==> config.mk <==
export PLATFORM = sky130hd
export DESIGN_NAME = svam_div_chain
export DESIGN_NICKNAME = d
export VERILOG_FILES = /design/src/rtl/svam_div_cell.sv /design/src/rtl/svam_div_chain.sv
export SDC_FILE = /design/constraint.sdc
export NUM_CORES = 1
export LEC_CHECK = 0
export ABC_AREA = 1
export BUFFER_PORTS_ARGS = -buffer_cell sky130_fd_sc_hd__buf_2
export CAP_MARGIN = 0
export CORE_UTILIZATION = 40
export CTS_CLUSTER_DIAMETER = 120
export CTS_CLUSTER_SIZE = 16
export DETAILED_ROUTE_END_ITERATION = 6
export HOLD_SLACK_MARGIN = 0.05
export SETUP_SLACK_MARGIN = 0.3
export SYNTH_ARGS = -nofsm -noshare
export SYNTH_HDL_FRONTEND = slang
export SYNTH_SLANG_ARGS = --single-unit
==> constraint.sdc <==
create_clock -name clock -period 2.9 [get_ports clock]
set_clock_uncertainty 0.05 [all_clocks]
set_input_delay 0.29 -clock clock [delete_from_list [all_inputs] [get_ports clock]]
set_output_delay 0.29 -clock clock [all_outputs]
set_load 0.05 [all_outputs]
==> src/rtl/svam_div_cell.sv <==
// ----------------------------------------------------------------------------
// svam_div_cell: one restoring division step
// Takes one dividend bit into the partial remainder, subtracts the divisor
// when it fits and shifts the quotient bit in; side data rides along.
// ----------------------------------------------------------------------------
module svam_div_cell #(
   parameter int N = 32,
   parameter int D = 8,
   parameter int P = 1
) (
   input  logic         clock,
   input  logic         reset,
   input  logic         en,
   input  logic [D-1:0] divisor,
   input  logic         up_valid,
   input  logic [N-1:0] up_num,
   input  logic [D-1:0] up_rem,
   input  logic [P-1:0] up_side,
   output logic         dn_valid,
   output logic [N-1:0] dn_num,
   output logic [D-1:0] dn_rem,
   output logic [P-1:0] dn_side
);

   logic         valid_ff;
   logic [N-1:0] num_ff, num_in;
   logic [D-1:0] rem_ff, rem_in;
   logic [P-1:0] side_ff;
   logic [D:0]   trial;
   logic [D:0]   diff;
   logic         fits;

   // compare and subtract
   always_comb begin
      trial  = {up_rem, up_num[N-1]};
      diff   = trial - {1'b0, divisor};
      fits   = trial >= {1'b0, divisor};
      rem_in = fits ? diff[D-1:0] : trial[D-1:0];
      num_in = {up_num[N-2:0], fits};
   end

   // valid bit
   always_ff @(posedge clock) begin
      if (reset) begin
         valid_ff <= 1'b0;
      end else if (en) begin
         valid_ff <= up_valid;
      end
   end

   // payload
   always_ff @(posedge clock) begin
      if (en) begin
         num_ff  <= num_in;
         rem_ff  <= rem_in;
         side_ff <= up_side;
      end
   end

   assign dn_valid = valid_ff;
   assign dn_num   = num_ff;
   assign dn_rem   = rem_ff;
   assign dn_side  = side_ff;

endmodule

==> src/rtl/svam_div_chain.sv <==
// ----------------------------------------------------------------------------
// svam_div_chain: pipelined divider built from a row of division cells
// One cell per quotient bit; a new dividend may enter every cycle that en is
// high. After N cells the shifted word is the quotient; the remainder is final.
// ----------------------------------------------------------------------------
module svam_div_chain #(
   parameter int N = 32,
   parameter int D = 8,
   parameter int P = 1
) (
   input  logic         clock,
   input  logic         reset,
   input  logic         en,
   input  logic [D-1:0] divisor,
   input  logic         in_valid,
   input  logic [N-1:0] in_dividend,
   input  logic [P-1:0] in_side,
   output logic         out_valid,
   output logic [N-1:0] out_quotient,
   output logic [D-1:0] out_remainder,
   output logic [P-1:0] out_side
);

   logic         valid_w [0:N];
   logic [N-1:0] num_w   [0:N];
   logic [D-1:0] rem_w   [0:N];
   logic [P-1:0] side_w  [0:N];

   // chain head
   assign valid_w[0] = in_valid;
   assign num_w[0]   = in_dividend;
   assign rem_w[0]   = '0;
   assign side_w[0]  = in_side;

   // row of cells, msb first
   for (genvar i = 0; i < N; i++) begin : g_cell
      svam_div_cell #(
         .N (N),
         .D (D),
         .P (P)
      ) u_cell (
         .clock    (clock),
         .reset    (reset),
         .en       (en),
         .divisor  (divisor),
         .up_valid (valid_w[i]),
         .up_num   (num_w[i]),
         .up_rem   (rem_w[i]),
         .up_side  (side_w[i]),
         .dn_valid (valid_w[i+1]),
         .dn_num   (num_w[i+1]),
         .dn_rem   (rem_w[i+1]),
         .dn_side  (side_w[i+1])
      );
   end

   assign out_valid     = valid_w[N];
   assign out_quotient  = num_w[N];
   assign out_remainder = rem_w[N];
   assign out_side      = side_w[N];

endmodule

# Yosys cells after proc, flatten, opt, wreduce, memory -nomap -nowiden
# Index checks and enable logic that the tools add are counted.
classes:
  add_sub_neg: 32
  magnitude_cmp: 32
  mux: 32
op_table:
  columns: ["op", "count"]
  rows:
  - ["9-bit by 8-bit greater-or-equal comparator with 1-bit output", 31]
  - ["8-bit 2-to-1 mux", 31]
  - ["8-bit subtractor", 31]
  - ["1-bit by 8-bit greater-or-equal comparator with 1-bit output", 1]
  - ["1-bit by 8-bit subtractor with 8-bit output", 1]
  - ["1-bit 2-to-1 mux", 1]
totals:
  ff_bits: 1344
  input_bits: 45
  output_inout_bits: 42
  word_cells: 225

# Longest topological paths before layout
logic_depth:
  ltp_word: 2
  depth_mapped: 12
  ltp_nobuf: 12

# Cells and area by module
# From an unflattened synthesis, not the netlist that was laid out.
hier_totals:
  cells_unflattened: 4848
  area_unflattened_um2: 60933.4
by_module_without_submodules:
  columns: ["mod", "instances", "cells_each", "area_each_um2", "seq_area_each_um2"]
  rows:
  - ["svam_div_cell (g_cell[18].u_cell ...)", 18, 151, 1915.6, 1251.2]
  - ["svam_div_cell (g_cell[0].u_cell ...)", 11, 152, 1899.3, 1251.2]
  - ["svam_div_cell (g_cell[17].u_cell ...)", 2, 153, 1850.5, 1251.2]
  - ["svam_div_cell (g_cell[28].u_cell)", 1, 151, 1855.5, 1251.2]
  - ["svam_div_chain", 1, 1, 3.8, 0.0]

# Least setup slack after synthesis
# No wires, ideal clock.
synth_timing:
  kind: "input-to-reg"
  from: "input port divisor[5]"
  to: "register g_cell[3].u_cell.rem_ff[7] (data pin)"
  setup_time_ns: 0.252
  arrival_ns: 2.058
  required_time_ns: 2.598
  path_slack_ns: 0.540
  stages: 10
  path_buffers: 0
  path_cell_list: "inv_1 -> ha_1 -> nand2_1 -> inv_1 -> nand3_1 -> nor2_1 -> nor2_2 -> nand2_4 -> nand2_1 -> nand2_1"
synth_via:
  elab_chain_len: 2
  word_cells_on_any_way: 3
  classes_between: "add/sub: 1; order compare: 1; mux: 1"
synth_rtl:
  columns: ["element", "line", "rtl"]
  rows:
  - ["start, declared", "svam_div_chain.sv:14", "input logic [D-1:0] divisor,"]
  - ["9-bit by 8-bit greater-or-equal comparator with 1-bit output", "svam_div_cell.sv:37", "fits = trial >= {1'b0, divisor};"]
  - ["via g_cell[3].u_cell.fits", "svam_div_cell.sv:31", "logic fits;"]
  - ["8-bit 2-to-1 mux", "svam_div_cell.sv:38", "rem_in = fits ? diff[D-1:0] : trial[D-1:0];"]
  - ["via g_cell[3].u_cell.rem_in[7]", "svam_div_cell.sv:27", "logic [D-1:0] rem_ff, rem_in;"]
  - ["end signal, assigned", "svam_div_cell.sv:55", "rem_ff <= rem_in;"]
  - ["end, declared", "svam_div_cell.sv:27", null]
# The timed path passes the listed nets, and every way through them passes these cells.
# A chain may end at the register's enable or synchronous reset.

# Worst setup path in the final report
layout_timing:
  from: "input port divisor[4]"
  to: "register g_cell[0].u_cell.rem_ff[0] (data pin)"
layout_via:
  elab_chain_len: 2
layout_rtl:
  columns: ["element", "line"]
  rows:
  - ["1-bit by 8-bit greater-or-equal comparator with 1-bit output", "svam_div_cell.sv:37"]
  - ["1-bit 2-to-1 mux", "svam_div_cell.sv:38"]
  - ["via g_cell[0].u_cell.rem_in[0]", "svam_div_cell.sv:27"]
  - ["end signal, assigned", "svam_div_cell.sv:55"]
  - ["end, declared", "svam_div_cell.sv:27"]
# The timed path passes the listed nets, and every way through them passes these cells.

==> results.rst <==
.. list-table::
   :header-rows: 1

   * - Metric
     - Value
   * - Result of the run
     - completed
   * - Fmax
     - 394 MHz
   * - Relative slew slack
     - about two fifths
   * - Share of synthesized cell area in and, or, nand and nor gates
     - between 10% and 20%
   * - Min cycle time layout
     - between 2000 and 3000 ps
   * - Mean Syn Cell Area
     - 12.4 um^2
   * - Clock sink count
     - 1344
   * - Area of the die
     - 143000 um^2
   * - P&R area growth vs syn
     - 11.9%
   * - Post-Route WL
     - roughly 95 mm
   * - Post-layout net count
     - 5184
   * - Number of antenna cells inserted
     - 0
   * - Flops & latches, synth
     - between 1000 and 1500
   * - Final count of hold timing violations
     - 0
   * - Count of routing violations after the opening detailed-route iteration
     - approximately 2000
   * - Worst setup slack for register-to-register paths
     - 840 ps
   * - GR Util All Layers
     - 13.4%
   * - Leading register cell type out of synthesis
     - sky130_fd_sc_hd__edfxtp_1
   * - Xor-xnor portion of the synthesized cell area
     - under 10%
   * - Clock-pin slew of the registers on the worst-case setup and hold paths
     - around 70 ps
   * - Cell occurring most often along the worst timing path
     - sky130_fd_sc_hd__dlygate4sd3_1
   * - TritonCTS clock tree
     - done
   * - Via/cell ratio
     - approximately 4.7
   * - Critical Path Source
     - divisor[4]
   * - Endpoint of the most critical setup path
     - g_cell[0].u_cell.dn_rem[0]$_DFFE_PP_
   * - Wire length of the first global-routing pass
     - 155 mm
   * - Kind of path behind the tightest hold check
     - in -> reg
   * - Portion of synthesized cell area occupied by the leading cell type
     - a little over two thirds
   * - Slew Limit Fails
     - 0
   * - Number of synthesized flops with an enable pin
     - between 1000 and 1500
   * - FF-to-FF End
     - g_cell[27].u_cell.dn_rem[3]$_DFFE_PP_
   * - Compound-Gate Fraction of Synth Area
     - about 1.6%
   * - Fraction of synthesis flops using an asynchronous set or reset pin
     - 0%
   * - Netlist area before placement
     - approximately 57000 um^2
   * - Length of the first detailed-routing pass in iterations
     - 5
   * - Period utilisation layout
     - approximately 90%
   * - Unrepaired setup endpoints after global routing
     - yes
   * - Classification of the worst setup path
     - in -> reg
   * - Width of the die
     - roughly 380 um
   * - Synth Area in Adders
     - under 10%
   * - Leading post-synthesis cells by instance count
     - sky130_fd_sc_hd__nand2_1 (1368), sky130_fd_sc_hd__edfxtp_1 (1312), sky130_fd_sc_hd__inv_1 (525)
   * - Number of placed I/O pins
     - 87
   * - Cell type with the highest aggregate area in the netlist
     - sky130_fd_sc_hd__edfxtp_1
   * - Fraction of final layout cells with drive strength greater than 1
     - slightly below 8%
   * - Floorplan die height
     - 379 um
   * - Worst EP required
     - 3320 ps
   * - Total of buffers placed on input and output ports
     - between 80 and 90
   * - Cells along the critical path
     - dlygate4sd3_1, buf_2, clkinv_1, clkbuf_16, nand3_1, nor2_1, nand2_4, nand2_1, dlygate4sd3_1, o21ai_0, dlygate4sd3_1
   * - Max rail drop VDD
     - around 0.5 mV
   * - Stages on the worst setup path
     - 11
   * - Via count of the routed design
     - 31700
   * - Wirelength per Cell
     - 14.1 um
   * - Post-Synthesis Net Count
     - approximately 5000
   * - Setup-failing EPs final
     - 0
   * - Library cell with the highest instance count after synthesis
     - sky130_fd_sc_hd__nand2_1
   * - Kind of launch point of the worst setup path
     - input pin
   * - CTS buffer count
     - 94
   * - Core area
     - roughly 140000 um^2
   * - RD Place Congestion
     - 0.831
   * - Final HPWL from detailed placement
     - approximately 60 mm
   * - Clock latency on the worst-skew pair
     - 720 ps
   * - Number of nets with antenna violations after routing
     - 0
   * - Share of synthesized area occupied by flip-flops and latches
     - between 70% and 80%
   * - Cell family contributing the most delay on the critical path
     - buffers and inverters
   * - Library cell used as clock root buffer
     - sky130_fd_sc_hd__clkbuf_16
   * - Post CTS Setup Buffer Count
     - 0
   * - Count of H-tree levels built during CTS
     - 3
   * - Static leakage
     - between 20 and 30 nW
   * - Highest net fanout along the worst path
     - 36
   * - Number of buffers on the longest clock path
     - 3
   * - Final core utilization
     - a little under half
   * - Worst reg-to-reg path cell count
     - 9
   * - Power density over the cells
     - between 800 and 900 nW/um^2
   * - Critical Path End Type
     - flop
   * - Bufs and invs on worst path
     - 6
   * - Overflow left after global routing
     - 0
   * - Mapped Cells
     - ~4600
   * - Number of distinct standard cells referenced by the synthesized netlist
     - 33
   * - Critical-path cell with the highest stage delay
     - sky130_fd_sc_hd__dlygate4sd3_1
   * - Antenna violations before repair
     - 0
   * - Warnings from Yosys
     - 0
   * - Pin count of the biggest net entering global routing
     - 102
   * - Post-layout total power
     - 56.0 mW
   * - Top cells by area in the synthesized netlist
     - sky130_fd_sc_hd__edfxtp_1 (69%), sky130_fd_sc_hd__nand2_1 (9.1%), sky130_fd_sc_hd__ha_1 (5.5%)
   * - Setup TNS
     - 0 ps
   * - Remaining routing DRC violations
     - 0
   * - Via count of the first global-routing pass
     - a little over 30000
   * - Crit path arrival time
     - a little under 3000 ps
   * - Number of violations of the max-capacitance limit
     - 0
   * - Core Rows
     - between 100 and 150
   * - Peak per-stage delay on the critical path
     - 550 ps
   * - Startpoint of the most critical register-to-register path
     - g_cell[26].u_cell.dn_rem[5]$_DFFE_PP_
   * - # fillers
     - between 10000 and 15000
   * - Starting density of the core
     - between 40% and 50%
   * - Mux contribution to synthesized area
     - 0%
   * - Transition time at the pin with the least slew margin
     - around 920 ps
   * - Main combinational cell family by area after synthesis
     - simple AND/OR/NAND/NOR gates
[logic make-up after synthesis]
group,after synthesis
xor+xnor,94
flops,1344
compound gates,155
fa+ha+maj,281
simple gates,2146
buf+inv,537
[worst register-to-register path, cell delays in order, from the launching register on]
cell and delay (ps):
sky130_fd_sc_hd__edfxtp_1 470, sky130_fd_sc_hd__ha_1 360, sky130_fd_sc_hd__nand2_1 80, sky130_fd_sc_hd__nand2_1 70, sky130_fd_sc_hd__nand2_1 60, sky130_fd_sc_hd__nand2_1 70, sky130_fd_sc_hd__a21oi_2 360, sky130_fd_sc_hd__nand2_4 140
sky130_fd_sc_hd__nand2_1 80, sky130_fd_sc_hd__nand2_1 60
[worst min path at each step]
stage | from | end | slack, ps | cells after the start
2_1_floorplan | reset | g_cell[28].u_cell.dn_valid$_SDFFE_PP0P_ | 310 | 1
3_3_place_gp | g_cell[10].u_cell.dn_num[16]$_DFFE_PP_ | g_cell[11].u_cell.dn_num[17]$_DFFE_PP_ | 350 | 0
3_5_place_dp | g_cell[9].u_cell.dn_num[18]$_DFFE_PP_ | g_cell[10].u_cell.dn_num[19]$_DFFE_PP_ | 350 | 0
4_1_cts | in_dividend[2] | g_cell[0].u_cell.dn_num[3]$_DFFE_PP_ | 160 | 2
5_1_grt | in_dividend[2] | g_cell[0].u_cell.dn_num[3]$_DFFE_PP_ | 170 | 2
6_report | in_dividend[2] | g_cell[0].u_cell.dn_num[3]$_DFFE_PP_ | 220 | 2
[layout make-up]
class | count | area (um^2) | share of cell area (%)
sequential | 1344 | 40000 | 63.1
inverter | 525 | 1970 | 3.11
tap | 1876 | 2350 | 3.70
clock inverter | 7 | 123 | 0.193
clock buffer | 112 | 2420 | 3.81
multi-input combinational | 2676 | 14700 | 23.1
timing repair buffer | 217 | 1890 | 2.98
[cells in the final DEF, fill, tap and decap left out, types with 59 or more instances in the layout]
master	Yosys	final
sky130_fd_sc_hd__a21oi_1	126	126
sky130_fd_sc_hd__buf_2	1	84
sky130_fd_sc_hd__buf_4	0	59
sky130_fd_sc_hd__clkbuf_16	0	95
sky130_fd_sc_hd__edfxtp_1	1312	1312
sky130_fd_sc_hd__ha_1	250	249
sky130_fd_sc_hd__inv_1	525	521
sky130_fd_sc_hd__nand2_1	1368	1368
sky130_fd_sc_hd__nand3_1	452	452
sky130_fd_sc_hd__nor2_1	145	145
[per-layer routing]
layer	GRT usage (%)	vias to the layer above	part of all wire, %
li1	-	16200	-
met5	0	-	0
met2	21.6	449	46
met3	2.31	170	3.6
met4	4.77	0	3.0
met1	18.3	14800	47
[repair_timing]
action,CTS,global route
hold buffers,46,0
hold endpoints to repair,111,0
setup endpoints to repair,0,1
gates resized for setup,0,3
[where the power goes]
group | internal [mW] | leakage, nW | switching, mW
Clock | 5.89 | 1.23 | 6.21
Sequential | 25.4 | 13.1 | 1.52
Combinational | 6.24 | 11.9 | 10.8
[state kept, by name, summed over array words and instances (netlist names)]
register,flops
g_cell.u_cell.dn_side,32
g_cell.u_cell.dn_num,1024
g_cell.u_cell.dn_valid,32
g_cell.u_cell.dn_rem,256
[stage by stage]
step	cells	hold slack (ps)	cell area, um^2	worst slack, ps
floorplan	4557	309	56700	540
global placement	6592	350	60400	218
detailed placement	6592	355	60400	229
CTS	6757	157	63400	417
global route	6757	173	63400	286
finish	6757	224	63400	362
No activity file was read; power rests on OpenSTA's default activity.
